### src/design/tks_pkg.sv
// Shared constants and types of the top-k score selector.
`default_nettype none

package tks_pkg;

   // Number of cells in the chain
   localparam int MAX_KEEP = 16;
   localparam int SCORE_W  = 32;
   localparam int ID_W     = 32;
   localparam int KEEP_W   = 5;
   // Rank counter holds values up to the keep count
   localparam int RANK_W   = $clog2(MAX_KEEP + 1);

   localparam logic signed [SCORE_W-1:0] SCORE_PAD = {1'b1, {(SCORE_W-1){1'b0}}};
   localparam logic [ID_W-1:0]           ID_PAD    = '0;

   // Request action codes
   localparam logic ACT_OFFER = 1'b0;
   localparam logic ACT_DRAIN = 1'b1;

   typedef enum logic {
      ST_OFFER,
      ST_DRAIN
   } state_type;

   // One kept candidate as seen by its neighbors
   typedef struct packed {
      logic                      valid;
      logic signed [SCORE_W-1:0] score;
      logic [ID_W-1:0]           id;
   } entry_type;

   // Chain commands from the controller
   typedef struct packed {
      logic insert;
      logic trim;
      logic shift;
   } ctrl_type;

endpackage

`default_nettype wire

### src/design/tks_cell.sv
// One cell of the sorted insertion chain: holds a single ranked candidate.
`default_nettype none

module tks_cell (
   input  wire                               clock,
   input  wire                               reset,
   input  wire tks_pkg::ctrl_type            ctrl,
   input  wire                               keep_en,
   input  wire signed [tks_pkg::SCORE_W-1:0] new_score,
   input  wire        [tks_pkg::ID_W-1:0]    new_id,
   input  wire tks_pkg::entry_type           prev_entry,
   input  wire                               prev_beat,
   input  wire tks_pkg::entry_type           next_entry,
   output tks_pkg::entry_type                entry,
   output logic                              beat
);

   logic                               valid_ff, valid_in;
   logic signed [tks_pkg::SCORE_W-1:0] score_ff, score_in;
   logic        [tks_pkg::ID_W-1:0]    id_ff, id_in;
   logic                               valid_eff;

   // Entries at or beyond the active keep count do not exist
   assign valid_eff = valid_ff & keep_en;

   // New score goes ahead of this entry when strictly greater, or when this slot is empty
   assign beat = !valid_eff || (new_score > score_ff);

   assign entry.valid = valid_eff;
   assign entry.score = score_ff;
   assign entry.id    = id_ff;

   // Pick next contents: take from above, take the new candidate, pull from below, or hold
   always_comb begin
      valid_in = valid_ff;
      score_in = score_ff;
      id_in    = id_ff;
      if (ctrl.insert) begin
         if (prev_beat) begin
            valid_in = prev_entry.valid & keep_en;
            score_in = prev_entry.score;
            id_in    = prev_entry.id;
         end else if (beat) begin
            valid_in = keep_en;
            score_in = new_score;
            id_in    = new_id;
         end else begin
            valid_in = valid_eff;
         end
      end else if (ctrl.trim) begin
         valid_in = valid_eff;
      end else if (ctrl.shift) begin
         valid_in = next_entry.valid;
         score_in = next_entry.score;
         id_in    = next_entry.id;
      end
   end

   // Hold state
   always_ff @(posedge clock) begin
      if (reset) begin
         valid_ff <= 1'b0;
      end else begin
         valid_ff <= valid_in;
      end
      score_ff <= score_in;
      id_ff    <= id_in;
   end

endmodule

`default_nettype wire

### src/design/tks_ctrl.sv
// Request/response sequencing and keep count register of the top-k selector.
`default_nettype none

module tks_ctrl (
   input  wire                             clock,
   input  wire                             reset,
   input  wire                             csr_wr_en,
   input  wire  [tks_pkg::KEEP_W-1:0]      csr_wr_data,
   input  wire                             req_tvalid,
   input  wire                             req_action,
   output logic                            req_tready,
   output logic                            rsp_tvalid,
   input  wire                             rsp_tready,
   output logic                            rsp_tlast,
   output logic [tks_pkg::KEEP_W-1:0]      active_k,
   output tks_pkg::ctrl_type               ctrl
);

   tks_pkg::state_type                state_ff, state_in;
   logic [tks_pkg::KEEP_W-1:0]        keep_count_ff, keep_count_in;
   logic [tks_pkg::RANK_W-1:0]        rank_ff, rank_in;
   logic                              req_fire, rsp_fire, last_rank;

   // Clamp the keep count to 1..MAX_KEEP
   always_comb begin
      if (keep_count_ff == '0) begin
         active_k = tks_pkg::KEEP_W'(1);
      end else if (keep_count_ff > tks_pkg::KEEP_W'(tks_pkg::MAX_KEEP)) begin
         active_k = tks_pkg::KEEP_W'(tks_pkg::MAX_KEEP);
      end else begin
         active_k = keep_count_ff;
      end
   end

   assign req_fire  = req_tvalid && req_tready;
   assign rsp_fire  = rsp_tvalid && rsp_tready;
   assign last_rank = (tks_pkg::KEEP_W'(rank_ff) + tks_pkg::KEEP_W'(1)) == active_k;

   // Next state
   always_comb begin
      state_in = state_ff;
      case (state_ff)
         tks_pkg::ST_OFFER: begin
            if (req_fire && (req_action == tks_pkg::ACT_DRAIN)) begin
               state_in = tks_pkg::ST_DRAIN;
            end
         end
         tks_pkg::ST_DRAIN: begin
            if (rsp_fire && last_rank) begin
               state_in = tks_pkg::ST_OFFER;
            end
         end
         default: state_in = tks_pkg::ST_OFFER;
      endcase
   end

   // Outputs
   always_comb begin
      req_tready  = 1'b0;
      rsp_tvalid  = 1'b0;
      ctrl.insert = 1'b0;
      ctrl.trim   = 1'b0;
      ctrl.shift  = 1'b0;
      case (state_ff)
         tks_pkg::ST_OFFER: begin
            req_tready  = 1'b1;
            ctrl.insert = req_tvalid && (req_action == tks_pkg::ACT_OFFER);
            ctrl.trim   = req_tvalid && (req_action == tks_pkg::ACT_DRAIN);
         end
         tks_pkg::ST_DRAIN: begin
            rsp_tvalid = 1'b1;
            ctrl.shift = rsp_tready;
         end
         default: begin
            req_tready = 1'b0;
         end
      endcase
   end

   assign rsp_tlast = last_rank;

   // Advance rank on each delivered response, wrap after the last
   always_comb begin
      rank_in = rank_ff;
      if (rsp_fire) begin
         rank_in = last_rank ? '0 : rank_ff + tks_pkg::RANK_W'(1);
      end
   end

   assign keep_count_in = csr_wr_en ? csr_wr_data : keep_count_ff;

   always_ff @(posedge clock) begin
      if (reset) begin
         state_ff      <= tks_pkg::ST_OFFER;
         rank_ff       <= '0;
         keep_count_ff <= tks_pkg::KEEP_W'(16);
      end else begin
         state_ff      <= state_in;
         rank_ff       <= rank_in;
         keep_count_ff <= keep_count_in;
      end
   end

`ifndef SYNTHESIS
   a_one_side: assert property (@(posedge clock) disable iff (reset)
      !(req_tready && rsp_tvalid))
      else $error("request and response sides active together");
   a_drain_starts: assert property (@(posedge clock) disable iff (reset)
      (req_fire && (req_action == tks_pkg::ACT_DRAIN)) |=> rsp_tvalid)
      else $error("drain request did not start responses");
   a_rank_bound: assert property (@(posedge clock) disable iff (reset)
      rsp_tvalid |-> (tks_pkg::KEEP_W'(rank_ff) < active_k))
      else $error("rank beyond keep count");
   a_drain_ends: assert property (@(posedge clock) disable iff (reset)
      (rsp_fire && rsp_tlast) |=> (req_tready && (rank_ff == '0)))
      else $error("drain did not return to accepting requests");
`endif

endmodule

`default_nettype wire

### src/design/top_k_score_selector.sv
// Top level of the top-k score selector: controller plus sorted cell chain.
// Offer requests: one per cycle outside a drain; the chain inserts in the same cycle.
// Drain request: k responses follow, the first in the cycle after acceptance, one per
// cycle while rsp_tready is high; requests wait until the last rank is taken.
// Throughput set by the single response port shifting the chain one rank a cycle.
// Reset (synchronous): store empty, keep count 16, ready for requests next cycle.
`default_nettype none

module top_k_score_selector (
   input  wire                          clock,
   input  wire                          reset,
   input  wire                          csr_wr_en,
   input  wire  [tks_pkg::KEEP_W-1:0]   csr_wr_data,  // keep_count
   input  wire                          req_tvalid,
   output logic                         req_tready,
   input  wire  [63:0]                  req_tdata,    // score[31:0], candidate_id[63:32]
   input  wire                          req_tuser,    // action
   output logic                         rsp_tvalid,
   input  wire                          rsp_tready,
   output logic [63:0]                  rsp_tdata,    // result_id[31:0], result_score[63:32]
   output logic                         rsp_tuser,    // filled
   output logic                         rsp_tlast     // last
);

   tks_pkg::ctrl_type                 ctrl;
   logic [tks_pkg::KEEP_W-1:0]        active_k;
   logic signed [tks_pkg::SCORE_W-1:0] new_score;
   logic [tks_pkg::ID_W-1:0]          new_id;

   tks_pkg::entry_type entries    [tks_pkg::MAX_KEEP];
   tks_pkg::entry_type prev_chain [tks_pkg::MAX_KEEP];
   tks_pkg::entry_type next_chain [tks_pkg::MAX_KEEP];
   logic               beats      [tks_pkg::MAX_KEEP];
   logic               prev_beats [tks_pkg::MAX_KEEP];
   logic               keep_en    [tks_pkg::MAX_KEEP];

   assign new_score = req_tdata[tks_pkg::SCORE_W-1:0];
   assign new_id    = req_tdata[tks_pkg::SCORE_W +: tks_pkg::ID_W];

   tks_ctrl u_ctrl (
      .clock       (clock),
      .reset       (reset),
      .csr_wr_en   (csr_wr_en),
      .csr_wr_data (csr_wr_data),
      .req_tvalid  (req_tvalid),
      .req_action  (req_tuser),
      .req_tready  (req_tready),
      .rsp_tvalid  (rsp_tvalid),
      .rsp_tready  (rsp_tready),
      .rsp_tlast   (rsp_tlast),
      .active_k    (active_k),
      .ctrl        (ctrl)
   );

   // Build the chain: each cell sees its upper and lower neighbor
   for (genvar i = 0; i < tks_pkg::MAX_KEEP; i++) begin : g_cell
      assign keep_en[i] = tks_pkg::KEEP_W'(i) < active_k;

      if (i == 0) begin : g_head
         assign prev_chain[i] = '0;
         assign prev_beats[i] = 1'b0;
      end else begin : g_body
         assign prev_chain[i] = entries[i-1];
         assign prev_beats[i] = beats[i-1];
      end

      if (i == tks_pkg::MAX_KEEP - 1) begin : g_tail
         assign next_chain[i] = '0;
      end else begin : g_link
         assign next_chain[i] = entries[i+1];
      end

      tks_cell u_cell (
         .clock      (clock),
         .reset      (reset),
         .ctrl       (ctrl),
         .keep_en    (keep_en[i]),
         .new_score  (new_score),
         .new_id     (new_id),
         .prev_entry (prev_chain[i]),
         .prev_beat  (prev_beats[i]),
         .next_entry (next_chain[i]),
         .entry      (entries[i]),
         .beat       (beats[i])
      );
   end

   // Present the head cell, padded when empty
   always_comb begin
      rsp_tuser = entries[0].valid;
      if (entries[0].valid) begin
         rsp_tdata = {entries[0].score, entries[0].id};
      end else begin
         rsp_tdata = {tks_pkg::SCORE_PAD, tks_pkg::ID_PAD};
      end
   end

endmodule

`default_nettype wire
### config.mk
export PLATFORM = sky130hd
export DESIGN_NAME = top_k_score_selector
export DESIGN_NICKNAME = d
export VERILOG_FILES = /design/src/design/tks_pkg.sv /design/src/design/tks_cell.sv /design/src/design/tks_ctrl.sv /design/src/design/top_k_score_selector.sv
export SDC_FILE = /design/constraint.sdc
export NUM_CORES = 2
export LEC_CHECK = 0
export BUFFER_PORTS_ARGS = -buffer_cell sky130_fd_sc_hd__buf_4
export CAP_MARGIN = 20
export CORE_MARGIN = 2
export CORE_UTILIZATION = 37
export DETAILED_ROUTE_END_ITERATION = 16
export GPL_ROUTABILITY_DRIVEN = 0
export GPL_TIMING_DRIVEN = 0
export PLACE_DENSITY = 0.52
export SLEW_MARGIN = 20
export SYNTH_ARGS = -nofsm -noshare
export SYNTH_HDL_FRONTEND = slang
export SYNTH_SLANG_ARGS = --single-unit
### constraint.sdc
create_clock -name clock -period 12.3 [get_ports clock]
set_input_delay 0.615 -clock clock [delete_from_list [all_inputs] [get_ports clock]]
set_output_delay 0.615 -clock clock [all_outputs]
set_load 0.005 [all_outputs]
==> impl_metrics.py <==
metrics = {
    "timing": {
        "skew_ps": 59.6,
        "slew_headroom": 0.164,
        "final_max_slew_viol_count": 0,
        "period_minus_slack_ps": 6190,
        "worstMarginPinSlew_ps": 1250,
        "max_freq_mhz": 162,
        "hold_violations": 0,
        "rsz0062_at_grt": "no",
        "fin_crit_sh": 0.503,
        "setup-tns-final_ps": 0,
        "setup_viol": 0,
        "holdWs_ps": 63.8,
        "fin_ws_ps": 6110,
    },
    "route": {
        "postRouteAntennaNets": 0,
        "num_vias": 55600,
        "dr.pass1.iters": 6,
        "post_drt_wl_per_cell_um": 30.8,
        "viasPerCell": 6.22,
        "drt_iter0_drc": 6349,
        "routed_wl_um": 275000,
        "drc_errors": 0,
    },
    "cts": {
        "ctsResizeCount": 0,
        "cts_tree": "done",
        "numCtsBuffers": 121,
        "clock-sinks": 1051,
        "cts.clk_slew.worst_paths_ps": 60,
        "clk_latency_ps": 800,
        "postCtsSetupBuffers": 0,
        "clockRootBuffer": "clkbuf_16",
        "cts.path.max_buffers": 3,
        "htree_levels": 3,
    },
    "die": {
        "die_h_um": 422,
        "num_rows": 153,
        "design.core.area_mm2": 0.174,
        "start_util": 0.372,
        "die-area_mm2": 0.178,
        "ios": 143,
        "fp.dieW_um": 422,
    },
    "setup_path": {
        "r2r_cells": 10,
        "path_cells": "inv_1 > nand2_1 > nor2_1 > buf_2 > clkbuf_1 > clkbuf_1 > buf_1 > nand2_1 > nand2_4 > buf_16",
        "cp_slowest_cell": "clkbuf_1",
        "critPathCaptureType": "register",
        "crit_path_start_kind": "register",
        "slowest_delay_ps": 990,
        "critical_path_class": "reg2reg",
        "arrival_ps": 6640,
        "r2r-start": "u_ctrl.state_ff",
        "reg2reg_slack_ps": 6110,
        "cp_top_family": "buffers and inverters",
        "crit_fanout": 33,
        "cp_data_required_time_ps": 12750,
        "timing.rr.end": "g_cell[0].u_cell.id_ff[7]",
        "critPathBufInv": 6,
    },
    "logic_synthesis": {
        "synthFlopType": "edfxtp_1",
        "synth_area_leaders": "edfxtp_1, ha_1, a221o_1, a21oi_1, mux2i_1",
        "async_flop_share": 0,
        "synthesis.nets": 6769,
        "yosysMostFrequentCell": "edfxtp_1",
        "avgSynthCellArea_um2": 10.4,
        "synth_area_mm2": 0.0646,
        "synth_common_cells": "edfxtp_1, inv_1, ha_1",
        "ys_seq_area_frac": 0.485,
        "synth_edf_count": 1024,
        "synth_top_area_frac": 0.476,
        "yosys.area.top_type": "edfxtp_1",
        "ys_types": 70,
        "postSynthRegisterBits": 1051,
        "ys_warn_count": 0,
        "syn_inst": 6181,
    },
    "global_routing": {
        "grt_max_degree": 34,
        "grt_pass1_wl_um": 391000,
        "grt-ovfl-total": 0,
        "grt_usage": 0.299,
        "antenna_found_initial": 7,
        "grt_pass1_vias": 55300,
    },
    "cells_and_area": {
        "multi_input_area_mm2": 0.0293,
        "final_layout_size_suffix_gt1_frac": 0.0809,
        "area_growth_pct": 14.4,
        "design_area_mm2": 0.0739,
        "nFillCells": 17000,
        "seq_area_mm2": 0.0313,
        "finish.utilization": 0.425,
        "layout.nets": 7086,
    },
    "hold_path": {
        "holdPathStages": 3,
        "min_path_type": "in2reg",
        "whs_endpoint": "u_ctrl.keep_count_ff[3]",
        "min_from": "csr_wr_data[3]",
    },
    "pwr": {
        "p_per_area_mw_per_mm2": 139,
        "ir_worst_vdd_mv": 0.129,
        "leakage_uw": 0.0316,
    },
    "placed_design": {
        "placed_area_mm2": 0.0701,
        "pre_cts_ws_ps": 6120,
        "portBuffers": 140,
        "dp_hpwl_um": 213000,
    },
    "run_status": {
        "status": "finished, final reports clean",
    },
    "flow_run": {
        "maxCapViolCount": 0,
    },
}
[final cells by class]
class	count	share of cell area
Clock buffer	146	0.0423
Sequential cell	1051	0.424
Multi-Input combinational cell	4098	0.397
Buffer	507	0.0291
Timing Repair Buffer	194	0.0327
Antenna cell	5	0.000169
Tap cell	2325	0.0394
Inverter	525	0.0267
Clock inverter	76	0.00901
[power by group]
part	leakage (uW)	switching, uW	internal, uW
clock network	0.00184	1650	1990
registers	0.00992	189	4350
logic	0.0198	1360	734
[repair_timing]
| item | CTS | global route |
|---|---|---|
| setup endpoints to repair | 0 | 0 |
| endpoints found under the hold margin | 1 | 0 |
| hold buffers | 1 | 0 |
[metal layers]
layer / share of wire / track usage / up-vias
met3: 0.075 / 0.0404 / 643
met4: 0.067 / 0.173 / 4
met2: 0.45 / 0.469 / 2890
li1: - / - / 24300
met5: 0.000087 / 0 / -
met1: 0.41 / 0.395 / 27800
[flip-flops by register name, summed over array words and instances, names as in the netlist]
register	flops
g_cell.u_cell.valid_ff	16
g_cell.u_cell.id_ff	512
u_ctrl.rank_ff	5
u_ctrl.state_ff	1
u_ctrl.keep_count_ff	5
g_cell.u_cell.score_ff	512
[worst reg2reg max path, cell delays in order, from the launching register on]
cell      delay (ps)
dfxtp_1          340
inv_1            110
nand2_1          120
nor2_1           640
buf_2            490
clkbuf_1         900
clkbuf_1        1000
buf_1            920
nand2_1          350
nand2_4          610
buf_16           320
[per-stage QoR]
step                      instances  total power [uW]
after detailed placement       8698              6650
after floorplan                6181              5750
after global routing           8922             10600
after CTS                      8921             10300
after global placement         8646              6560
final                          8927             10300
[cells by family (layout without fill, tap and decap cells)]
logic type | after synthesis | after routing | share of synthesized area
AO/OA/AOI/OAI | 1695 | 1695 | 0.192
XOR/XNOR | 5 | 5 | 0.000678
adder cells (fa/ha/maj) | 513 | 513 | 0.0994
buffers and inverters | 1032 | 1448 | 0.0637
flip-flops | 1051 | 1051 | 0.485
multiplexers | 204 | 204 | 0.0317
other | 0 | 5 | 0
AND/OR/NAND/NOR | 1681 | 1681 | 0.128
[worst max path at each step]
stage,from,end,cells past startpoint
final,u_ctrl.state_ff,g_cell[0].u_cell.id_ff[7],10
after global routing,u_ctrl.state_ff,g_cell[0].u_cell.score_ff[20],10
after CTS,u_ctrl.state_ff,g_cell[0].u_cell.score_ff[20],10
after detailed placement,req_tvalid,g_cell[0].u_cell.id_ff[16],10
after global placement,req_tdata[20],g_cell[2].u_cell.score_ff[15],11
after floorplan,req_tdata[20],g_cell[2].u_cell.id_ff[0],10
[placed cells by master (no fill, tap or decap), drive strengths merged, types with 218 or more instances in the layout]
cell type	instances
buf	344
ha	513
inv	528
a21oi	511
nand2	498
clkbuf	502
edfxtp	1024
and3	264
a221o	417
nor2	280
a22oi	218
Note: power is estimated with default switching activity, not from simulation.
